### src/rtl/assert_macros.svh
// Assertion macros shared by the RTL.
`ifndef ASSERT_MACROS_SVH
`define ASSERT_MACROS_SVH

// Checked at every rising edge of clk outside reset.
`define ASSERT_CLK(label, prop, msg) \
  label: assert property (@(posedge clk) disable iff (rst) prop) else $error(msg);

// Checked at every rising edge of clk, reset included.
`define ASSERT_ALWAYS(label, prop, msg) \
  label: assert property (@(posedge clk) prop) else $error(msg);

`endif

### src/rtl/pps_pkg.sv
// Types and constants of the preemptive priority scheduler.
`timescale 1ns / 1ps
package pps_pkg;

  localparam int MAX_TASKS = 16;
  localparam int IDX_W = (MAX_TASKS > 1) ? $clog2(MAX_TASKS) : 1;
  localparam int CNT_W = $clog2(MAX_TASKS + 1);
  localparam int TIME_W = 20;
  localparam logic [TIME_W-1:0] TIME_MAX = {TIME_W{1'b1}};

  typedef logic [IDX_W-1:0] idx_t;
  typedef logic [CNT_W-1:0] cnt_t;

  typedef enum logic [1:0] {
    OP_LOAD    = 2'd0,
    OP_TICK    = 2'd1,
    OP_RESTART = 2'd2
  } op_t;

  typedef enum logic [1:0] {
    ST_IDLE,
    ST_SCAN,
    ST_UPDATE
  } state_t;

  typedef struct packed {
    logic [1:0]  operation;
    logic [3:0]  slot;
    logic [15:0] arrival_time;
    logic [15:0] burst_length;
    logic [7:0]  priority_level;
  } cmd_t;

  typedef struct packed {
    logic [3:0]        served_slot;
    logic              idle;
    logic              finished;
    logic [TIME_W-1:0] waiting_time;
    logic [TIME_W-1:0] turnaround_time;
    logic              all_done;
  } result_t;

  typedef struct packed {
    logic [15:0] arrival;
    logic [15:0] burst;
    logic [15:0] remaining;
    logic [7:0]  prio;
  } entry_t;

endpackage

### src/rtl/preemptive_priority_scheduler.sv
// A tick scans N = min(processes_in_use, 16) task slots, one entry per cycle from the task
// memory read port, then writes back the chosen entry and registers the result with done;
// busy holds off new items until then. Loads and restarts one per cycle while no tick runs.
// Reset (rst, synchronous): clock to zero, all remaining work cleared, processes_in_use 0.
// The done strobe cannot be stalled by the receiver.
`timescale 1ns / 1ps
`include "assert_macros.svh"
module preemptive_priority_scheduler (
  input  logic             clk,
  input  logic             rst,
  input  logic             start,
  output logic             busy,
  input  pps_pkg::cmd_t    cmd,
  output logic             done,
  output pps_pkg::result_t result,
  input  logic             cfg_we,
  input  logic [4:0]       cfg_data
);

  localparam int TW = pps_pkg::TIME_W;

  pps_pkg::state_t st, st_next;
  pps_pkg::entry_t mem [pps_pkg::MAX_TASKS];
  pps_pkg::entry_t rd_data, best, wd;
  pps_pkg::idx_t   rd_slot, wa, pick;
  pps_pkg::cnt_t   cnt, live, n_act;
  logic [pps_pkg::MAX_TASKS-1:0] loaded;
  logic [TW-1:0]   cur_time;
  logic [4:0]      procs;
  logic            rd_ok, issue, we, found, accept;
  logic [15:0]     rem_v;
  logic            runnable;
  logic [TW+1:0]   end_t, tat_d, wt_d;
  pps_pkg::result_t res_next;

  assign accept = start && !busy;
  assign n_act  = (32'(procs) > pps_pkg::MAX_TASKS) ? pps_pkg::CNT_W'(pps_pkg::MAX_TASKS)
                                                    : pps_pkg::CNT_W'(procs);

  always_comb begin
    st_next = st;
    unique case (st)
      pps_pkg::ST_IDLE: begin
        if (accept && cmd.operation == pps_pkg::OP_TICK) st_next = pps_pkg::ST_SCAN;
      end
      pps_pkg::ST_SCAN: begin
        if (cnt == n_act) st_next = pps_pkg::ST_UPDATE;
      end
      pps_pkg::ST_UPDATE: st_next = pps_pkg::ST_IDLE;
      default: st_next = pps_pkg::ST_IDLE;
    endcase
  end

  always_comb begin
    busy  = 1'b1;
    issue = 1'b0;
    we    = 1'b0;
    wa    = pick;
    wd    = '{arrival: cmd.arrival_time, burst: cmd.burst_length,
              remaining: cmd.burst_length, prio: cmd.priority_level};
    unique case (st)
      pps_pkg::ST_IDLE: begin
        busy = 1'b0;
        if (accept && cmd.operation == pps_pkg::OP_LOAD &&
            32'(cmd.slot) < pps_pkg::MAX_TASKS) begin
          we = 1'b1;
          wa = pps_pkg::IDX_W'(cmd.slot);
        end
      end
      pps_pkg::ST_SCAN: issue = (cnt < n_act);
      pps_pkg::ST_UPDATE: begin
        we = found;
        wd = best;
        wd.remaining = best.remaining - 16'd1;
      end
      default: busy = 1'b1;
    endcase
  end

  // scan evaluation
  always_comb begin
    rem_v    = loaded[rd_slot] ? rd_data.remaining : 16'd0;
    runnable = (rem_v != 16'd0) && (TW'(rd_data.arrival) <= cur_time);
  end

  // completion times, held to 0 .. TIME_MAX
  always_comb begin
    end_t = {2'b00, cur_time} + (TW+2)'(1);
    tat_d = end_t - (TW+2)'(best.arrival);
    wt_d  = tat_d - (TW+2)'(best.burst);
    res_next = '0;
    res_next.idle        = !found;
    res_next.served_slot = found ? 4'(pick) : 4'd0;
    if (found && best.remaining == 16'd1) begin
      res_next.finished = 1'b1;
      if (tat_d[TW+1])                       res_next.turnaround_time = '0;
      else if (tat_d > (TW+2)'(pps_pkg::TIME_MAX)) res_next.turnaround_time = pps_pkg::TIME_MAX;
      else                                   res_next.turnaround_time = tat_d[TW-1:0];
      if (wt_d[TW+1])                        res_next.waiting_time = '0;
      else if (wt_d > (TW+2)'(pps_pkg::TIME_MAX))  res_next.waiting_time = pps_pkg::TIME_MAX;
      else                                   res_next.waiting_time = wt_d[TW-1:0];
    end
    res_next.all_done = (live == '0) ||
                        (found && live == pps_pkg::CNT_W'(1) && best.remaining == 16'd1);
  end

  always_ff @(posedge clk) begin
    if (we) mem[wa] <= wd;
    if (issue) rd_data <= mem[cnt[pps_pkg::IDX_W-1:0]];
  end

  always_ff @(posedge clk) begin
    if (rst) begin
      st       <= pps_pkg::ST_IDLE;
      loaded   <= '0;
      cur_time <= '0;
      procs    <= '0;
      cnt      <= '0;
      live     <= '0;
      found    <= 1'b0;
      rd_ok    <= 1'b0;
      done     <= 1'b0;
    end else begin
      st    <= st_next;
      rd_ok <= issue;
      done  <= (st == pps_pkg::ST_UPDATE);
      if (cfg_we) procs <= cfg_data;
      if (we && st == pps_pkg::ST_IDLE) loaded[wa] <= 1'b1;
      if (accept && cmd.operation == pps_pkg::OP_RESTART) begin
        loaded   <= '0;
        cur_time <= '0;
      end
      if (accept && cmd.operation == pps_pkg::OP_TICK) begin
        cnt   <= '0;
        live  <= '0;
        found <= 1'b0;
      end
      if (issue) cnt <= cnt + pps_pkg::CNT_W'(1);
      if (rd_ok) begin
        if (rem_v != 16'd0) live <= live + pps_pkg::CNT_W'(1);
        if (runnable && (!found || rd_data.prio < best.prio)) found <= 1'b1;
      end
      if (st == pps_pkg::ST_UPDATE && cur_time != pps_pkg::TIME_MAX)
        cur_time <= cur_time + TW'(1);
    end
  end

  always_ff @(posedge clk) begin
    if (issue) rd_slot <= cnt[pps_pkg::IDX_W-1:0];
    if (rd_ok && runnable && (!found || rd_data.prio < best.prio)) begin
      best <= rd_data;
      pick <= rd_slot;
    end
    if (st == pps_pkg::ST_UPDATE) result <= res_next;
  end

  `ASSERT_CLK(a_done_from_update, done |-> $past(st == pps_pkg::ST_UPDATE), "stray done")
  `ASSERT_CLK(a_read_in_scan, rd_ok |-> $past(st == pps_pkg::ST_SCAN), "read outside scan")
  `ASSERT_CLK(a_tick_starts_scan, (accept && cmd.operation == pps_pkg::OP_TICK) |=> st == pps_pkg::ST_SCAN, "tick did not scan")
  `ASSERT_CLK(a_finish_not_idle, (done && result.finished) |-> !result.idle, "idle tick finished")
  `ASSERT_CLK(a_live_bound, live <= n_act || st == pps_pkg::ST_IDLE, "live count too large")

endmodule

### config.mk
export PLATFORM = sky130hd
export DESIGN_NAME = preemptive_priority_scheduler
export DESIGN_NICKNAME = d
export VERILOG_FILES = /design/src/rtl/pps_pkg.sv /design/src/rtl/preemptive_priority_scheduler.sv
export VERILOG_INCLUDE_DIRS = /design/src /design/src/rtl
export SDC_FILE = /design/constraint.sdc
export NUM_CORES = 1
export LEC_CHECK = 0
export BUFFER_PORTS_ARGS = -buffer_cell sky130_fd_sc_hd__buf_4
export CAP_MARGIN = 15
export CORE_MARGIN = 2
export CORE_UTILIZATION = 57
export CTS_CLUSTER_SIZE = 30
export DETAILED_ROUTE_END_ITERATION = 8
export PLACE_DENSITY = 0.74
export SLEW_MARGIN = 20
export SYNTH_ARGS = -nofsm -noshare
export SYNTH_HDL_FRONTEND = slang
export SYNTH_SLANG_ARGS = --single-unit
### constraint.sdc
create_clock -name clk -period 10.4 [get_ports clk]
set_input_delay 1.56 -clock clk [delete_from_list [all_inputs] [get_ports clk]]
set_output_delay 1.56 -clock clk [all_outputs]
set_load 0.01 [all_outputs]
# After elaboration in Yosys (flattened, before gate mapping)
# Memory sizes are Yosys's and may differ from the RTL's. A register that Yosys moved wholly into a read port is not among the register bits.
# Cells that the tools add are included.
# totals
ff_bits	167
ram_bits	896
elab_cells	110
input_bits	55
mem_count	1
output_inout_bits	49
# mem_list
name	depth	word_bits	read_ports	rd_ports_with_merged_regs	write_ports	line_no	rtl
mem	16	56	1	1	1	preemptive_priority_scheduler.sv:23	pps_pkg::entry_t mem [pps_pkg::MAX_TASKS];
# op_classes
mux	33
order_cmp	9
reduce_logical	27
eq_ne	10
n_bitwise	2
add_sub_neg	7
# ops
operator	count
20-bit two-way mux	6
56-bit two-way mux	1
22-bit by 20-bit > comparator with 1-bit output, second input constant	2
41-bit two-way mux	1
5-bit two-way mux	6
21-bit by 16-bit subtractor with 22-bit output	1
22-bit by 16-bit subtractor with 22-bit output	1
20-bit by 1-bit adder with 21-bit output, second input constant	1
20-bit by 1-bit adder with 20-bit output, second input constant	1
16-bit by 20-bit <= comparator with 1-bit output	1
20-bit inequality test, second input constant	1
16-bit by 1-bit == test with 1-bit output, second input constant	1
16-bit two-way mux	1
16-bit bitwise OR	1
16-bit nonzero test	1
16-bit by 1-bit subtractor with 16-bit output, second input constant	1
1-bit logical AND	14
5-bit by 1-bit adder with 5-bit output, second input constant	2
4-bit by 5-bit < comparator with 1-bit output, second input constant	2
1-bit two-way mux	10
8-bit < comparator	1
4-bit two-way mux	2
2-bit OR reduction	3
5-bit by 1-bit == test with 1-bit output, second input constant	1
20 further kinds	26

# Depth between registers and ports, before layout
# logic_depth
ltp_word	10
mapped_depth	24

# Worst setup path before layout
# Ideal clock, no wire load.
# synth_timing
kind	register to register
from	register cur_time[1]
to	register found
slack_ns	3.545
synth_period_minus_slack_ns	6.855
setup_time_ns	0.079
stages_incl_launch_ff	13
n_path_buf	0
t_required_ns	10.321
arrival_ns	6.776
cell_sequence	dfxtp_1 > inv_1 > ha_1 > nor2b_1 > o21a_1 > o21ai_0 > nand2b_1 > a21oi_1 > o21ai_0 > nand2_1 > o211ai_1 > a311oi_1 > o21ba_2
# synth_via
elab_chain_cells	5
# synth_lines
element	line_no	rtl
from (decl)	preemptive_priority_scheduler.sv:28	logic [TW-1:0] cur_time;
from (signal assigned)	preemptive_priority_scheduler.sv:144	cur_time <= cur_time + TW'(1);
16-bit by 20-bit <= comparator with 1-bit output	preemptive_priority_scheduler.sv:83	runnable = (rem_v != 16'd0) && (TW'(rd_data.arrival) <= cur_time);
1-bit logical AND	preemptive_priority_scheduler.sv:83	
1-bit logical AND	preemptive_priority_scheduler.sv:141	if (runnable && (!found || rd_data.prio < best.prio)) found <= 1'b1;
1-bit two-way mux	preemptive_priority_scheduler.sv:141	
1-bit two-way mux	preemptive_priority_scheduler.sv:139	if (rd_ok) begin
to (signal assigned)	preemptive_priority_scheduler.sv:120	found <= 1'b0;
to (signal assigned)	preemptive_priority_scheduler.sv:136	found <= 1'b0;
to (signal assigned)	preemptive_priority_scheduler.sv:141	
to (decl)	preemptive_priority_scheduler.sv:30	logic rd_ok, issue, we, found, accept;
# No other way between the ends.
# A chain may end at the register's enable or synchronous reset.

# Worst setup path in the final report
# layout_timing
from	register cur_time[1]
to	register result[25] in the netlist's numbering, data pin
# layout_via
elab_chain_cells	5
word_cells_on_any_way	6
# layout_lines
element	line_no	rtl
20-bit by 1-bit adder with 21-bit output *	preemptive_priority_scheduler.sv:88	end_t = {2'b00, cur_time} + (TW+2)'(1);
21-bit by 16-bit subtractor with 22-bit output *	preemptive_priority_scheduler.sv:89	tat_d = end_t - (TW+2)'(best.arrival);
22-bit by 16-bit subtractor with 22-bit output *	preemptive_priority_scheduler.sv:90	wt_d = tat_d - (TW+2)'(best.burst);
22-bit by 20-bit > comparator with 1-bit output	preemptive_priority_scheduler.sv:100	else if (wt_d > (TW+2)'(pps_pkg::TIME_MAX)) res_next.waiting_time = pps_pkg::TIME_MAX;
20-bit two-way mux	preemptive_priority_scheduler.sv:100	
to (signal assigned)	preemptive_priority_scheduler.sv:154	if (st == pps_pkg::ST_UPDATE) result <= res_next;
to (decl)	preemptive_priority_scheduler.sv:15	output pps_pkg::result_t result,
# Mark *: on every way between the ends. The rest lies on a longest branch, timed or not.

==> results.yml <==
clock_tree:
  cts_setup_buffers: 0
  tritoncts: "yes"
  clockBufferDepth: 3
  cts-resized-gates: 0
  htree_num_levels: 3
  cts_made_buffers: 108
  ctsRootBufferMaster: "sky130_fd_sc_hd__clkbuf_16"
  postCtsHoldBufs: 0
  clock_sinks: 1119
  clk-insertion-delay-late_ns: 0.67
  cts.clk_slew.worst_paths_ns: 0.06
finish:
  postLayoutCellArea_mm2: 0.0514
  antenna_cells_inserted: 0
  final_core_util: 0.651
  drive_gt1_frac: 0.253
  syn_to_final_growth_pct: 13.4
  fin_cells: 3709
  nNetsFinal: 2717
synthesis:
  post_synth.cell_area_avg_um2: 19.0
  synth_enable_flop_cells: 1063
  ys.warnings.count: 0
  synth.area.mux_share: 0.143
  yosys.area_share.adder: 0.0263
  ys_ff_latch: 1119
  ys_seq_area_frac: 0.730
  synth_compound_area_frac: 0.0402
  combinational_family_with_the_most_area_after_synthesis: "multiplexers"
  syn-cell-area_mm2: 0.0453
  xor_xnor_portion_of_the_synthesized_cell_area: 0.00945
  yosys.cell_types.count: 67
  synth_simple_gate_area_frac: 0.0348
  postSynth.asyncResetShare: 0
  dominantRegCellSynth: "sky130_fd_sc_hd__edfxtp_1"
  synth_cells: 2379
  syn-num-nets: 2528
place:
  numPlacedInstances: 3508
  gpl.final_weighted_congestion: 0.883
  detailed_place_hpwl_um: 58400
  port_buffers: 103
  pre_cts_slack_ns: 5.05
  area_after_detailed_placement_mm2: 0.0477
critical_path:
  worst_path_largest_cell_delay_ns: 0.40
  regToRegStartpoint: "cur_time[1]"
  startpoint_type: "register"
  timing.critical_path.cells: "inv_1, ha_1, inv_1, ha_1, inv_1, fa_1, nor2b_1, o211ai_1, a31oi_1, o21ba_2, xnor2_1, inv_1, ha_1, a21o_1, a211oi_1, a21oi_1, a21o_1, a221o_1, a21o_1, nor4b_1, a211o_2, a21oi_1"
  cp_max_fo: 14
  critical_path.top_delay_family: "compound AO/OA/AOI/OAI gates"
  critical_path_arrival_ns: 5.81
  minimum_setup_slack_among_reg_to_reg_paths_ns: 4.95
  critPathRequiredTime_ns: 10.76
  critPathCaptureType: "register"
  r2r_end: "result[25]"
  r2r_cells: 22
  slowest_stage: "sky130_fd_sc_hd__dfxtp_1"
  cp_common_cell: "sky130_fd_sc_hd__inv_1"
  critical_path_buf_inv_count: 4
  timing.setup.critical_path_class: "reg -> reg"
job:
  cap_viol_max_count: 0
pwr:
  power.total_mw: 9.24
  ir_drop_mv: 0.156
  power.static_leakage_nw: 16.7
  p_per_area_mw_per_mm2: 180
timing:
  period_share: 0.524
  fin_ws_ns: 4.95
  final_period_minus_worst_setup_slack_ns: 5.45
  rsz0062_at_grt: "false"
  fmaxAchievable_ghz: 0.183
  finalSetupViolations: 0
  timing.setup.tns_ns: 0
  fin_hold_ws_ns: 0.417
  timing.max_slew.rel_slack: 0.257
  timing_hold_violations_final: 0
  worstMarginPinSlew_ns: 1.11
  timing.clock.skew_ns: 0.0325
  final_max_slew_viol_count: 0
floorplanning:
  number_of_i_o_pins: 104
  floorplan.die_area_mm2: 0.0817
  die_w_um: 286
  initial_core_utilization: 0.574
  die-height_um: 286
  core_mm2: 0.0789
  std_cell_rows: 103
global_routing:
  maximum_number_of_pins_on_one_net_before_global_route_repair: 136
  grt_util_all_layers: 0.267
  overflow: 0
  first_global_vias: 24400
  grt_antenna_before_repair: 0
  grt_pass1_wl_um: 160000
min_path:
  hold-path-cell-count: 0
  min_delay_startpoint: "rd_data[26]"
  timing.hold.worst_endpoint: "best[26]"
  worst_hold_path_type: "reg -> reg"
routing:
  route.vias.total: 23900
  route.detailed.wl_per_inst_um: 29.1
  first_iter_violations: 2856
  postRouteAntennaNets: 0
  routed_via_density: 6.45
  detail_route.first_pass.iterations: 6
  route.detailed.drc: 0
  finalWirelength_um: 108000
outcome:
  run_status: "complete, no violations"
how the worst max path moves through the flow:
stage / start / end / slack [ns] / depth (start not counted)
3_5_place_dp: cur_time[1] / result[25] / 5.05 / 22
5_1_grt: cur_time[1] / result[25] / 4.62 / 23
2_1_floorplan: cur_time[1] / found / 3.54 / 12
6_report: cur_time[1] / result[25] / 4.95 / 22
3_3_place_gp: cmd[45] / mem[1][52] / 5.11 / 7
4_1_cts: cur_time[1] / result[25] / 5.02 / 22
flip-flops by register name, summed over array words and instances (netlist names), 16 cells and up:
name	count
best	56
loaded	16
cur_time	20
result	47
mem	896
rd_data	56
cells by family after synthesis:
| family | Yosys count |
|---|---|
| compound gates | 305 |
| buf+inv | 192 |
| flops | 1119 |
| fa+ha+maj | 94 |
| simple gates | 329 |
| xor+xnor | 48 |
| mux | 292 |
layout by cell type (no fill, tap or decap), types with 23 or more instances in the layout:
| cell | n |
|---|---|
| sky130_fd_sc_hd__inv_1 | 97 |
| sky130_fd_sc_hd__nand2_1 | 88 |
| sky130_fd_sc_hd__mux4_2 | 285 |
| sky130_fd_sc_hd__clkinv_2 | 26 |
| sky130_fd_sc_hd__clkbuf_16 | 110 |
| sky130_fd_sc_hd__buf_4 | 170 |
| sky130_fd_sc_hd__dfxtp_1 | 52 |
| sky130_fd_sc_hd__a21oi_1 | 113 |
| sky130_fd_sc_hd__xnor2_1 | 30 |
| sky130_fd_sc_hd__o21ai_0 | 77 |
| sky130_fd_sc_hd__nor2_1 | 80 |
| sky130_fd_sc_hd__ha_1 | 92 |
| sky130_fd_sc_hd__nand3_1 | 30 |
| sky130_fd_sc_hd__edfxtp_1 | 1063 |
| sky130_fd_sc_hd__o21ai_1 | 23 |
report_power, final:
part / leakage [nW] / internal (mW) / switching [mW]
clock network: 1.80 / 2.38 / 1.66
registers: 9.99 / 4.96 / 0.0116
logic: 4.92 / 0.0875 / 0.150
cell usage after synthesis, types with 2 or more instances:
cell	count	area [µm²]
sky130_fd_sc_hd__or3_1	6	37.5
sky130_fd_sc_hd__a31oi_1	10	62.6
sky130_fd_sc_hd__buf_2	6	30.0
sky130_fd_sc_hd__nor3b_1	4	30.0
sky130_fd_sc_hd__nand2b_1	17	106
sky130_fd_sc_hd__a211oi_1	8	60.1
sky130_fd_sc_hd__clkbuf_1	62	233
sky130_fd_sc_hd__buf_1	24	90.1
sky130_fd_sc_hd__a21oi_2	12	105
sky130_fd_sc_hd__xor2_1	17	149
sky130_fd_sc_hd__nand3_1	30	150
sky130_fd_sc_hd__mux4_2	285	6420
sky130_fd_sc_hd__o21bai_1	5	37.5
sky130_fd_sc_hd__a21oi_1	113	566
sky130_fd_sc_hd__fa_1	2	40.0
sky130_fd_sc_hd__nor3_1	17	85.1
sky130_fd_sc_hd__dfxtp_1	56	1120
sky130_fd_sc_hd__o211ai_1	6	45.0
sky130_fd_sc_hd__xnor2_1	30	263
sky130_fd_sc_hd__ha_1	92	1150
sky130_fd_sc_hd__nor2b_1	7	43.8
sky130_fd_sc_hd__nand4_1	8	50.1
sky130_fd_sc_hd__mux2i_1	7	70.1
sky130_fd_sc_hd__nor2_1	96	360
sky130_fd_sc_hd__or2_2	7	43.8
sky130_fd_sc_hd__o21ai_0	99	495
sky130_fd_sc_hd__o21ba_2	2	20.0
sky130_fd_sc_hd__a31oi_2	2	25.0
sky130_fd_sc_hd__o21a_1	9	67.6
sky130_fd_sc_hd__a21o_1	18	135
sky130_fd_sc_hd__o31ai_1	2	15.0
sky130_fd_sc_hd__edfxtp_1	1063	31900
sky130_fd_sc_hd__inv_1	98	368
sky130_fd_sc_hd__and2_1	7	43.8
sky130_fd_sc_hd__and3_1	21	131
sky130_fd_sc_hd__nand2_1	88	330
sky130_fd_sc_hd__nor4_1	10	62.6
sky130_fd_sc_hd__o31a_1	4	35.0
worst register-to-register path: stages (launching register included):
cell and delay, ns:
sky130_fd_sc_hd__dfxtp_1 0.40, sky130_fd_sc_hd__inv_1 0.09, sky130_fd_sc_hd__ha_1 0.29, sky130_fd_sc_hd__inv_1 0.06, sky130_fd_sc_hd__ha_1 0.19, sky130_fd_sc_hd__inv_1 0.07, sky130_fd_sc_hd__fa_1 0.40, sky130_fd_sc_hd__nor2b_1 0.17
sky130_fd_sc_hd__o211ai_1 0.11, sky130_fd_sc_hd__a31oi_1 0.31, sky130_fd_sc_hd__o21ba_2 0.26, sky130_fd_sc_hd__xnor2_1 0.17, sky130_fd_sc_hd__inv_1 0.08, sky130_fd_sc_hd__ha_1 0.37, sky130_fd_sc_hd__a21o_1 0.21, sky130_fd_sc_hd__a211oi_1 0.23
sky130_fd_sc_hd__a21oi_1 0.13, sky130_fd_sc_hd__a21o_1 0.21, sky130_fd_sc_hd__a221o_1 0.37, sky130_fd_sc_hd__a21o_1 0.23, sky130_fd_sc_hd__nor4b_1 0.31, sky130_fd_sc_hd__a211o_2 0.38, sky130_fd_sc_hd__a21oi_1 0.14
routing by layer:
metal | vias up | routed length [µm] | part of all wire | GRT usage
met4 | 0 | 2800 | 0.026 | 0.0835
li1 | 9971 | - | - | -
met5 | - | 0 | 0 | 0
met2 | 1390 | 53900 | 0.50 | 0.442
met3 | 173 | 10400 | 0.096 | 0.0437
met1 | 12400 | 40800 | 0.38 | 0.371
layout make-up:
| cell class | instances | area [µm²] |
|---|---|---|
| Sequential cell | 1119 | 33100 |
| Fill cell | 5040 | 27500 |
| Multi-Input combinational cell | 1068 | 11700 |
| Clock buffer | 130 | 2830 |
| Timing Repair Buffer | 172 | 1320 |
| Tap cell | 1050 | 1310 |
| Clock inverter | 71 | 823 |
| Inverter | 99 | 373 |
Note: power is estimated with default switching activity, not from simulation.
